$ cat src/design/tglf_pkg.sv
// Package: shared types, codes and tables for the touch-gated line-follow control block.
package tglf_pkg;

    typedef enum logic [1:0] {
        MODE_TOUCH  = 2'd0,
        MODE_SECOND = 2'd1,
        MODE_SYNC   = 2'd2,
        MODE_NONE   = 2'd3
    } t_mode;

    localparam logic CFG_BLACK_THRESHOLD = 1'b0;
    localparam logic CFG_WHITE_THRESHOLD = 1'b1;

    localparam logic [4:0] PHASE_SUM_START = 5'd10;
    localparam logic [4:0] PHASE_SUM_END   = 5'd18;

    localparam logic [9:0] BLACK_RESET = 10'd700;
    localparam logic [9:0] WHITE_RESET = 10'd300;

    localparam logic [1:0] DRIVE_STOP = 2'd0;
    localparam logic [1:0] DRIVE_HALF = 2'd1;
    localparam logic [1:0] DRIVE_FULL = 2'd2;

    localparam logic [2:0] LED_LEFT   = 3'b001;
    localparam logic [2:0] LED_CENTRE = 3'b010;
    localparam logic [2:0] LED_RIGHT  = 3'b100;

    typedef struct packed {
        logic [1:0] left_drive;
        logic [1:0] right_drive;
        logic [2:0] led_bits;
        logic       weak_touch;
        logic       strong_touch;
        logic [2:0] fault_pattern;
        logic [2:0] line_pattern;
    } t_result;

    typedef struct packed {
        logic [1:0] left;
        logic [1:0] right;
        logic [2:0] leds;
    } t_steer;

    function automatic t_steer steer_lookup(input logic [2:0] pattern);
        t_steer s;
        case (pattern)
            3'd0: s = '{DRIVE_STOP, DRIVE_STOP, 3'b000};
            3'd1: s = '{DRIVE_STOP, DRIVE_FULL, LED_LEFT};
            3'd2: s = '{DRIVE_FULL, DRIVE_FULL, LED_CENTRE};
            3'd3: s = '{DRIVE_HALF, DRIVE_FULL, LED_LEFT | LED_CENTRE};
            3'd4: s = '{DRIVE_FULL, DRIVE_STOP, LED_RIGHT};
            3'd5: s = '{DRIVE_FULL, DRIVE_FULL, LED_CENTRE};
            3'd6: s = '{DRIVE_FULL, DRIVE_HALF, LED_RIGHT | LED_CENTRE};
            default: s = '{DRIVE_FULL, DRIVE_FULL, LED_CENTRE};
        endcase
        return s;
    endfunction

endpackage

$ cat src/design/tglf_in_if.sv
// Interface: input event channel with valid/ready handshake.
interface tglf_in_if;
    logic        valid;
    logic        ready;
    logic [1:0]  mode;
    logic [15:0] touch_count;
    logic [2:0]  random_bits;
    logic [9:0]  sensor_left;
    logic [9:0]  sensor_mid;
    logic [9:0]  sensor_right;

    modport source (
        output valid, mode, touch_count, random_bits, sensor_left, sensor_mid, sensor_right,
        input  ready
    );
    modport sink (
        input  valid, mode, touch_count, random_bits, sensor_left, sensor_mid, sensor_right,
        output ready
    );
endinterface

$ cat src/design/tglf_out_if.sv
// Interface: result channel with valid/ready handshake.
interface tglf_out_if;
    logic       valid;
    logic       ready;
    logic [1:0] left_drive;
    logic [1:0] right_drive;
    logic [2:0] led_bits;
    logic       weak_touch;
    logic       strong_touch;
    logic [2:0] fault_pattern;
    logic [2:0] line_pattern;

    modport source (
        output valid, left_drive, right_drive, led_bits, weak_touch, strong_touch,
               fault_pattern, line_pattern,
        input  ready
    );
    modport sink (
        input  valid, left_drive, right_drive, led_bits, weak_touch, strong_touch,
               fault_pattern, line_pattern,
        output ready
    );
endinterface

$ cat src/design/touch_gated_line_follow_control_core.sv
// Top level: touch-gated line-follow controller with two-entry result buffer.
// Throughput: one transaction per cycle while the output buffer has room;
// each result is registered there; state updates in one combinational pass.
// A two-entry output buffer keeps input ready while one result waits.
// Reset (synchronous, active low) clears all control state and loads
// threshold defaults of 700 and 300; no clearing pass is needed.
module touch_gated_line_follow_control_core (
    input  logic        i_clk,
    input  logic        i_rst_n,
    input  logic        i_cfg_we,
    input  logic        i_cfg_idx,
    input  logic [9:0]  i_cfg_data,
    tglf_in_if.sink     i_in,
    tglf_out_if.source  o_out
);

    logic [9:0]  r_black_threshold;
    logic [9:0]  r_white_threshold;
    logic [4:0]  r_phase_count, n_phase_count;
    logic [15:0] r_touch_sum, n_touch_sum;
    logic [15:0] r_strong_limit, n_strong_limit;
    logic [15:0] r_weak_limit, n_weak_limit;
    logic [1:0]  r_touch_bits, n_touch_bits;
    logic [2:0]  r_fault_mask, n_fault_mask;
    logic [2:0]  r_pattern_bits, n_pattern_bits;
    logic [3:0]  r_drive_levels, n_drive_levels;
    logic [2:0]  r_indicator_bits, n_indicator_bits;

    tglf_pkg::t_result r_head, r_tail, n_result;
    logic [1:0]        r_fill, n_fill;

    tglf_pkg::t_mode   w_mode;
    tglf_pkg::t_steer  w_steer;
    logic              w_push, w_pop;
    logic [4:0]        w_phase_a, w_phase_b;
    logic [15:0]       w_sum;
    logic [2:0]        w_shift;
    logic [2:0]        w_pat;
    logic [9:0]        w_sensor [3];

    assign w_mode      = tglf_pkg::t_mode'(i_in.mode);
    assign i_in.ready  = (r_fill != 2'd2);
    assign w_push      = i_in.valid && i_in.ready;
    assign w_pop       = o_out.valid && o_out.ready;
    assign w_sensor[0] = i_in.sensor_left;
    assign w_sensor[1] = i_in.sensor_mid;
    assign w_sensor[2] = i_in.sensor_right;

    always_ff @(posedge i_clk) begin
        if (!i_rst_n) begin
            r_black_threshold <= tglf_pkg::BLACK_RESET;
            r_white_threshold <= tglf_pkg::WHITE_RESET;
        end else if (i_cfg_we) begin
            case (i_cfg_idx)
                tglf_pkg::CFG_BLACK_THRESHOLD: r_black_threshold <= i_cfg_data;
                tglf_pkg::CFG_WHITE_THRESHOLD: r_white_threshold <= i_cfg_data;
                default: ;
            endcase
        end
    end

    always_comb begin
        n_phase_count    = r_phase_count;
        n_touch_sum      = r_touch_sum;
        n_strong_limit   = r_strong_limit;
        n_weak_limit     = r_weak_limit;
        n_touch_bits     = r_touch_bits;
        n_fault_mask     = r_fault_mask;
        n_pattern_bits   = r_pattern_bits;
        n_drive_levels   = r_drive_levels;
        n_indicator_bits = r_indicator_bits;
        w_phase_a        = r_phase_count;
        w_phase_b        = r_phase_count;
        w_sum            = r_touch_sum;
        w_shift          = {r_fault_mask[1:0], 1'b0};
        w_pat            = r_pattern_bits;
        w_steer          = tglf_pkg::steer_lookup(r_pattern_bits);

        case (w_mode)
            tglf_pkg::MODE_TOUCH: begin
                if (r_phase_count < tglf_pkg::PHASE_SUM_START) begin
                    w_phase_a = r_phase_count + 5'd1;
                end
                w_phase_b = w_phase_a;
                if (w_phase_a >= tglf_pkg::PHASE_SUM_START
                        && w_phase_a < tglf_pkg::PHASE_SUM_END) begin
                    w_phase_b = w_phase_a + 5'd1;
                    w_sum     = r_touch_sum + {3'b000, i_in.touch_count[15:3]};
                end
                n_touch_sum   = w_sum;
                n_phase_count = w_phase_b;
                if (w_phase_b == tglf_pkg::PHASE_SUM_END) begin
                    n_strong_limit = w_sum - {2'b00, w_sum[15:2]};
                    n_weak_limit   = w_sum - {3'b000, w_sum[15:3]};
                    n_phase_count  = w_phase_b + 5'd1;
                end
                if (n_phase_count > tglf_pkg::PHASE_SUM_END) begin
                    n_touch_bits = {i_in.touch_count <= n_strong_limit,
                                    i_in.touch_count <= n_weak_limit};
                end
            end
            tglf_pkg::MODE_SECOND: begin
                if (r_touch_bits[0]) begin
                    n_fault_mask = (w_shift == 3'd0) ? i_in.random_bits : w_shift;
                end else begin
                    n_fault_mask = 3'd0;
                end
            end
            tglf_pkg::MODE_SYNC: begin
                for (int i = 0; i < 3; i++) begin
                    if (w_sensor[i] > r_black_threshold) begin
                        w_pat[i] = 1'b1;
                    end
                    if (w_sensor[i] < r_white_threshold) begin
                        w_pat[i] = 1'b0;
                    end
                end
                n_pattern_bits   = w_pat ^ r_fault_mask;
                w_steer          = tglf_pkg::steer_lookup(n_pattern_bits);
                n_drive_levels   = {w_steer.right, w_steer.left};
                n_indicator_bits = w_steer.leds;
            end
            default: ;
        endcase

        n_result.left_drive    = n_drive_levels[1:0];
        n_result.right_drive   = n_drive_levels[3:2];
        n_result.led_bits      = n_indicator_bits;
        n_result.weak_touch    = n_touch_bits[0];
        n_result.strong_touch  = n_touch_bits[1];
        n_result.fault_pattern = n_fault_mask;
        n_result.line_pattern  = n_pattern_bits;
    end

    always_ff @(posedge i_clk) begin
        if (!i_rst_n) begin
            r_phase_count    <= '0;
            r_touch_sum      <= '0;
            r_strong_limit   <= '0;
            r_weak_limit     <= '0;
            r_touch_bits     <= '0;
            r_fault_mask     <= '0;
            r_pattern_bits   <= '0;
            r_drive_levels   <= '0;
            r_indicator_bits <= '0;
        end else if (w_push) begin
            r_phase_count    <= n_phase_count;
            r_touch_sum      <= n_touch_sum;
            r_strong_limit   <= n_strong_limit;
            r_weak_limit     <= n_weak_limit;
            r_touch_bits     <= n_touch_bits;
            r_fault_mask     <= n_fault_mask;
            r_pattern_bits   <= n_pattern_bits;
            r_drive_levels   <= n_drive_levels;
            r_indicator_bits <= n_indicator_bits;
        end
    end

    always_comb begin
        n_fill = r_fill;
        if (w_push && !w_pop) begin
            n_fill = r_fill + 2'd1;
        end else if (w_pop && !w_push) begin
            n_fill = r_fill - 2'd1;
        end
    end

    always_ff @(posedge i_clk) begin
        if (!i_rst_n) begin
            r_fill <= '0;
        end else begin
            r_fill <= n_fill;
        end
    end

    always_ff @(posedge i_clk) begin
        if (w_push && (r_fill == 2'd0 || (r_fill == 2'd1 && w_pop))) begin
            r_head <= n_result;
        end else if (w_pop) begin
            r_head <= r_tail;
        end
        if (w_push && r_fill != 2'd0 && !(r_fill == 2'd1 && w_pop)) begin
            r_tail <= n_result;
        end
    end

    assign o_out.valid         = (r_fill != 2'd0);
    assign o_out.left_drive    = r_head.left_drive;
    assign o_out.right_drive   = r_head.right_drive;
    assign o_out.led_bits      = r_head.led_bits;
    assign o_out.weak_touch    = r_head.weak_touch;
    assign o_out.strong_touch  = r_head.strong_touch;
    assign o_out.fault_pattern = r_head.fault_pattern;
    assign o_out.line_pattern  = r_head.line_pattern;

endmodule

$ cat src/flat_wrapper.sv
// flat-port wrapper written by rule: the top's interface ports become plain ports
module touch_gated_line_follow_control_core_flat 
  (i_clk, i_rst_n, i_cfg_we, i_cfg_idx, i_cfg_data, i_in_valid, i_in_mode, i_in_touch_count, i_in_random_bits, i_in_sensor_left, i_in_sensor_mid, i_in_sensor_right, i_in_ready, o_out_valid, o_out_left_drive, o_out_right_drive, o_out_led_bits, o_out_weak_touch, o_out_strong_touch, o_out_fault_pattern, o_out_line_pattern, o_out_ready);
  tglf_in_if i_in_i ();
  tglf_out_if o_out_i ();
  input  logic i_clk;
  input  logic i_rst_n;
  input  logic i_cfg_we;
  input  logic i_cfg_idx;
  input  logic [9:0] i_cfg_data;
  input wire logic [$bits(i_in_i.valid)-1:0] i_in_valid;
  input wire logic [$bits(i_in_i.mode)-1:0] i_in_mode;
  input wire logic [$bits(i_in_i.touch_count)-1:0] i_in_touch_count;
  input wire logic [$bits(i_in_i.random_bits)-1:0] i_in_random_bits;
  input wire logic [$bits(i_in_i.sensor_left)-1:0] i_in_sensor_left;
  input wire logic [$bits(i_in_i.sensor_mid)-1:0] i_in_sensor_mid;
  input wire logic [$bits(i_in_i.sensor_right)-1:0] i_in_sensor_right;
  output wire logic [$bits(i_in_i.ready)-1:0] i_in_ready;
  output wire logic [$bits(o_out_i.valid)-1:0] o_out_valid;
  output wire logic [$bits(o_out_i.left_drive)-1:0] o_out_left_drive;
  output wire logic [$bits(o_out_i.right_drive)-1:0] o_out_right_drive;
  output wire logic [$bits(o_out_i.led_bits)-1:0] o_out_led_bits;
  output wire logic [$bits(o_out_i.weak_touch)-1:0] o_out_weak_touch;
  output wire logic [$bits(o_out_i.strong_touch)-1:0] o_out_strong_touch;
  output wire logic [$bits(o_out_i.fault_pattern)-1:0] o_out_fault_pattern;
  output wire logic [$bits(o_out_i.line_pattern)-1:0] o_out_line_pattern;
  input wire logic [$bits(o_out_i.ready)-1:0] o_out_ready;
  assign i_in_i.valid = i_in_valid;
  assign i_in_i.mode = i_in_mode;
  assign i_in_i.touch_count = i_in_touch_count;
  assign i_in_i.random_bits = i_in_random_bits;
  assign i_in_i.sensor_left = i_in_sensor_left;
  assign i_in_i.sensor_mid = i_in_sensor_mid;
  assign i_in_i.sensor_right = i_in_sensor_right;
  assign i_in_ready = i_in_i.ready;
  assign o_out_valid = o_out_i.valid;
  assign o_out_left_drive = o_out_i.left_drive;
  assign o_out_right_drive = o_out_i.right_drive;
  assign o_out_led_bits = o_out_i.led_bits;
  assign o_out_weak_touch = o_out_i.weak_touch;
  assign o_out_strong_touch = o_out_i.strong_touch;
  assign o_out_fault_pattern = o_out_i.fault_pattern;
  assign o_out_line_pattern = o_out_i.line_pattern;
  assign o_out_i.ready = o_out_ready;
  touch_gated_line_follow_control_core u_core (.i_clk(i_clk), .i_rst_n(i_rst_n), .i_cfg_we(i_cfg_we), .i_cfg_idx(i_cfg_idx), .i_cfg_data(i_cfg_data), .i_in(i_in_i), .o_out(o_out_i));
endmodule
$ cat config.mk
export PLATFORM = sky130hd
export DESIGN_NAME = touch_gated_line_follow_control_core_flat
export DESIGN_NICKNAME = d
export VERILOG_FILES = /design/src/design/tglf_pkg.sv /design/src/design/tglf_in_if.sv /design/src/design/tglf_out_if.sv /design/src/design/touch_gated_line_follow_control_core.sv /design/src/flat_wrapper.sv
export SDC_FILE = /design/constraint.sdc
export NUM_CORES = 1
export LEC_CHECK = 0
export ABC_CLOCK_PERIOD_IN_PS = 8400
export BUFFER_PORTS_ARGS = -buffer_cell sky130_fd_sc_hd__buf_2
export CORE_UTILIZATION = 40
export CTS_CLUSTER_SIZE = 40
export DETAILED_ROUTE_END_ITERATION = 8
export GPL_TIMING_DRIVEN = 1
export PLACE_DENSITY = 0.57
export SYNTH_ARGS = -nofsm -noshare
export SYNTH_HDL_FRONTEND = slang
export SYNTH_SLANG_ARGS = --single-unit
$ cat constraint.sdc
create_clock -name i_clk -period 8.4 [get_ports i_clk]
set_input_delay 0.42 -clock i_clk [delete_from_list [all_inputs] [get_ports i_clk]]
set_output_delay 0.42 -clock i_clk [all_outputs]
set_load 0.02 [all_outputs]
==> flow_metrics.tcl <==
set metrics [dict create \
    avgViaCountPerCell 5.63 \
    clk_pin_slew_ps 60 \
    clk_path_buf_depth 2 \
    cp.required_ps 8580 \
    routed_wl_um 27500 \
    die_area_mm2 0.0254 \
    hold_viol_final 0 \
    ant_nets 0 \
    grt_usage 0.221 \
    p_leak_nw 4.71 \
    r2r_setup_slack_ps 1340 \
    overflow 0 \
    post-route-min-period_ps 7060 \
    critPathMaxFanout 28 \
    finalNetCount 1452 \
    critPathCaptureType "flop" \
    first_pass_iters 5 \
    r2r-end "u_core.o_out.strong_touch" \
    syn_area_mm2 0.00991 \
    io_buffers 83 \
    syn_avg_cell_area_um2 8.31 \
    area_delta_synth_final_pct 12.9 \
    gp_congestion 0.876 \
    design.core.area_mm2 0.0243 \
    cts_sinks 120 \
    layout_commonest_cell "ha_1" \
    drc 0 \
    synth_top_area_share 0.182 \
    cp_data_arrival_time_ps 7240 \
    critPathKind "flop to flop" \
    hold_path.class "input port to flop" \
    wl_per_cell_um 17.3 \
    fin_setup_tns_ps 0 \
    cts.htree.levels 4 \
    synth-seq-cells 120 \
    layout_common_cells "128 x ha_1, 114 x nand2_1, 109 x nor2_1" \
    rsz0062_at_grt "no" \
    die_h_um 159 \
    power_density_mw_per_mm2 198 \
    period_share 0.841 \
    final-setup-viol-count 0 \
    cts_setup_buffers 0 \
    peakVddDrop_mv 0.128 \
    async_flop_share 0 \
    synthTopCellsByArea "dfxtp_1 18%, ha_1 16%, edfxtp_1 9.1%" \
    fp-row-count 57 \
    maxCapViolations 0 \
    num_io_pins 84 \
    hold_buffers 0 \
    grt_pass1_vias 8530 \
    slew_viol_final 0 \
    grt_max_degree 48 \
    worst_slew_pin_slew_ps 1040 \
    synth-seq-area-share 0.273 \
    die_w_um 159 \
    tritoncts "yes" \
    synth_largest_area_cell "dfxtp_1" \
    cts_resized 0 \
    relSlewSlack 0.305 \
    dp.final_hpwl_um 20800 \
    ys_types 81 \
    start_util 0.408 \
    rr_worst_depth 25 \
    synth_cells 1193 \
    finalClockSkew_ps 13.5 \
    antenna_found_initial 0 \
    ys_warn_count 0 \
    hold_ws_ps 230 \
    syn_nets 1391 \
    drive_above_1_share 0.125 \
    synth-edff-count 30 \
    synth-main-ff-cell "dfxtp_1" \
    max_freq_mhz 142 \
    r2r_start "u_core.r_phase_count[1]" \
    vias 8952 \
    drtIter0Drc 621 \
    grt_pass1_wl_um 44800 \
    worst_setup_path_start_kind "flop" \
    root_buffer "clkbuf_16" \
    insertion_delay_ps 430 \
    status "completed" \
    cp-endpoint "u_core.o_out.strong_touch" \
    cp-startpoint "u_core.r_phase_count[1]" \
    numCtsBuffers 17 \
    antennaDiodeCount 0 \
]
-- Yosys cell counts (4+ instances only) --
master	number
o211ai_1	21
or3_1	4
a211o_1	5
nand3b_1	5
o21a_1	21
edfxtp_1	30
ha_1	128
mux2_2	6
nor2_1	109
a31oi_1	20
a21o_1	45
nand3_1	21
buf_1	5
maj3_1	6
o21ai_0	46
a311oi_1	6
and3_1	13
nand4_1	23
nand2b_1	14
o31ai_1	8
clkbuf_1	41
mux2i_1	25
o31a_1	5
nand2_1	114
a21oi_1	103
inv_1	62
or4_1	5
a211oi_1	36
nor4_1	6
nor3_1	11
xnor2_1	38
o21ba_2	4
and2_1	6
xor2_1	13
and4_1	4
dfxtp_1	90
nor2b_1	12
nor3b_1	8
-- how the worst min path moves through the flow --
| stage | cells after the start | end | slack [ps] | from |
|---|---|---|---|---|
| after floorplan | 2 | u_core.r_touch_bits[1] | 430 | u_core.r_touch_bits[1] |
| after global placement | 2 | u_core.r_strong_limit[10] | 440 | u_core.r_strong_limit[10] |
| final | 3 | u_core.r_white_threshold[2] | 230 | i_cfg_data[2] |
| after CTS | 3 | u_core.r_white_threshold[2] | 220 | i_cfg_data[2] |
| after detailed placement | 2 | u_core.r_touch_bits[1] | 450 | u_core.r_touch_bits[1] |
| after global routing | 3 | u_core.r_black_threshold[1] | 240 | i_cfg_data[1] |
-- flip-flops by register name, indices dropped and copies added (netlist names), 4 cells and up --
signal                    flops
u_core.r_drive_levels         4
u_core.r_weak_limit          16
u_core.r_touch_sum           16
u_core.r_white_threshold     10
u_core.r_strong_limit        16
u_core.r_phase_count          5
u_core.r_black_threshold     10
u_core.r_tail                15
-- per-layer routing --
layer	vias to the layer above	wire length (um)	track usage
met5	-	0	0
met4	0	527	0.0704
met3	36	1040	0.0313
met2	198	12600	0.367
met1	4188	13300	0.295
li1	4530	-	-
-- where the power goes --
| group | switching, W | leakage [nW] | internal (W) | total, W |
|---|---|---|---|---|
| clock network | 0.000325 | 0.276 | 0.000394 | 0.000719 |
| registers | 0.0000386 | 1.02 | 0.000699 | 0.000738 |
| logic | 0.000472 | 3.41 | 0.000290 | 0.000762 |
-- cell families (layout without fill, tap and decap cells) --
group	Yosys count	in the layout	synth area share
flip-flops	120	120	0.273
AO/OA/AOI/OAI	368	368	0.250
multiplexers	31	31	0.0321
buffers and inverters	116	190	0.0451
AND/OR/NAND/NOR	369	369	0.180
XOR/XNOR	51	51	0.0451
adder cells (fa/ha/maj)	138	138	0.175
-- worst max-delay path: stages (launching register included) --
cell and delay, ps:
dfxtp_1 470, ha_1 320, a2111oi_2 440, o21bai_1 220, nand2_2 480, nand2_1 90
o21ai_0 230, ha_1 250, inv_1 60, fa_1 410, a21o_1 230, a2111oi_0 430
o32ai_1 150, a221oi_2 390, maj3_1 300, a22oi_2 120, o2111a_1 310, or4_1 500
a31oi_1 180, ha_1 160, nand4_1 120, nor2_1 140, o21ai_0 100, a22o_1 270
o21a_1 190, mux2_2 250
-- layout make-up --
class                   count  area, um2
multi-input cells         957       6780
repair buffers             93        490
inverters                  65        244
fillers                  2404      13100
clock buffers              17        425
flip-flops and latches    120       2700
clock inverters            15        149
well taps                 324        405
-- stage by stage --
step           utilization  total power [W]  cell area [um2]  cells  setup WS [ps]
6_report             0.460          0.00222            11200   1591           1340
3_5_place_dp         0.437          0.00151            10600   1559           1440
2_1_floorplan            -          0.00129             9910   1193           1800
3_3_place_gp         0.437          0.00150            10600   1559           1590
5_1_grt              0.460          0.00235            11200   1591            763
4_1_cts              0.460          0.00223            11200   1591           1430
Power figures use the tool's default switching activity.
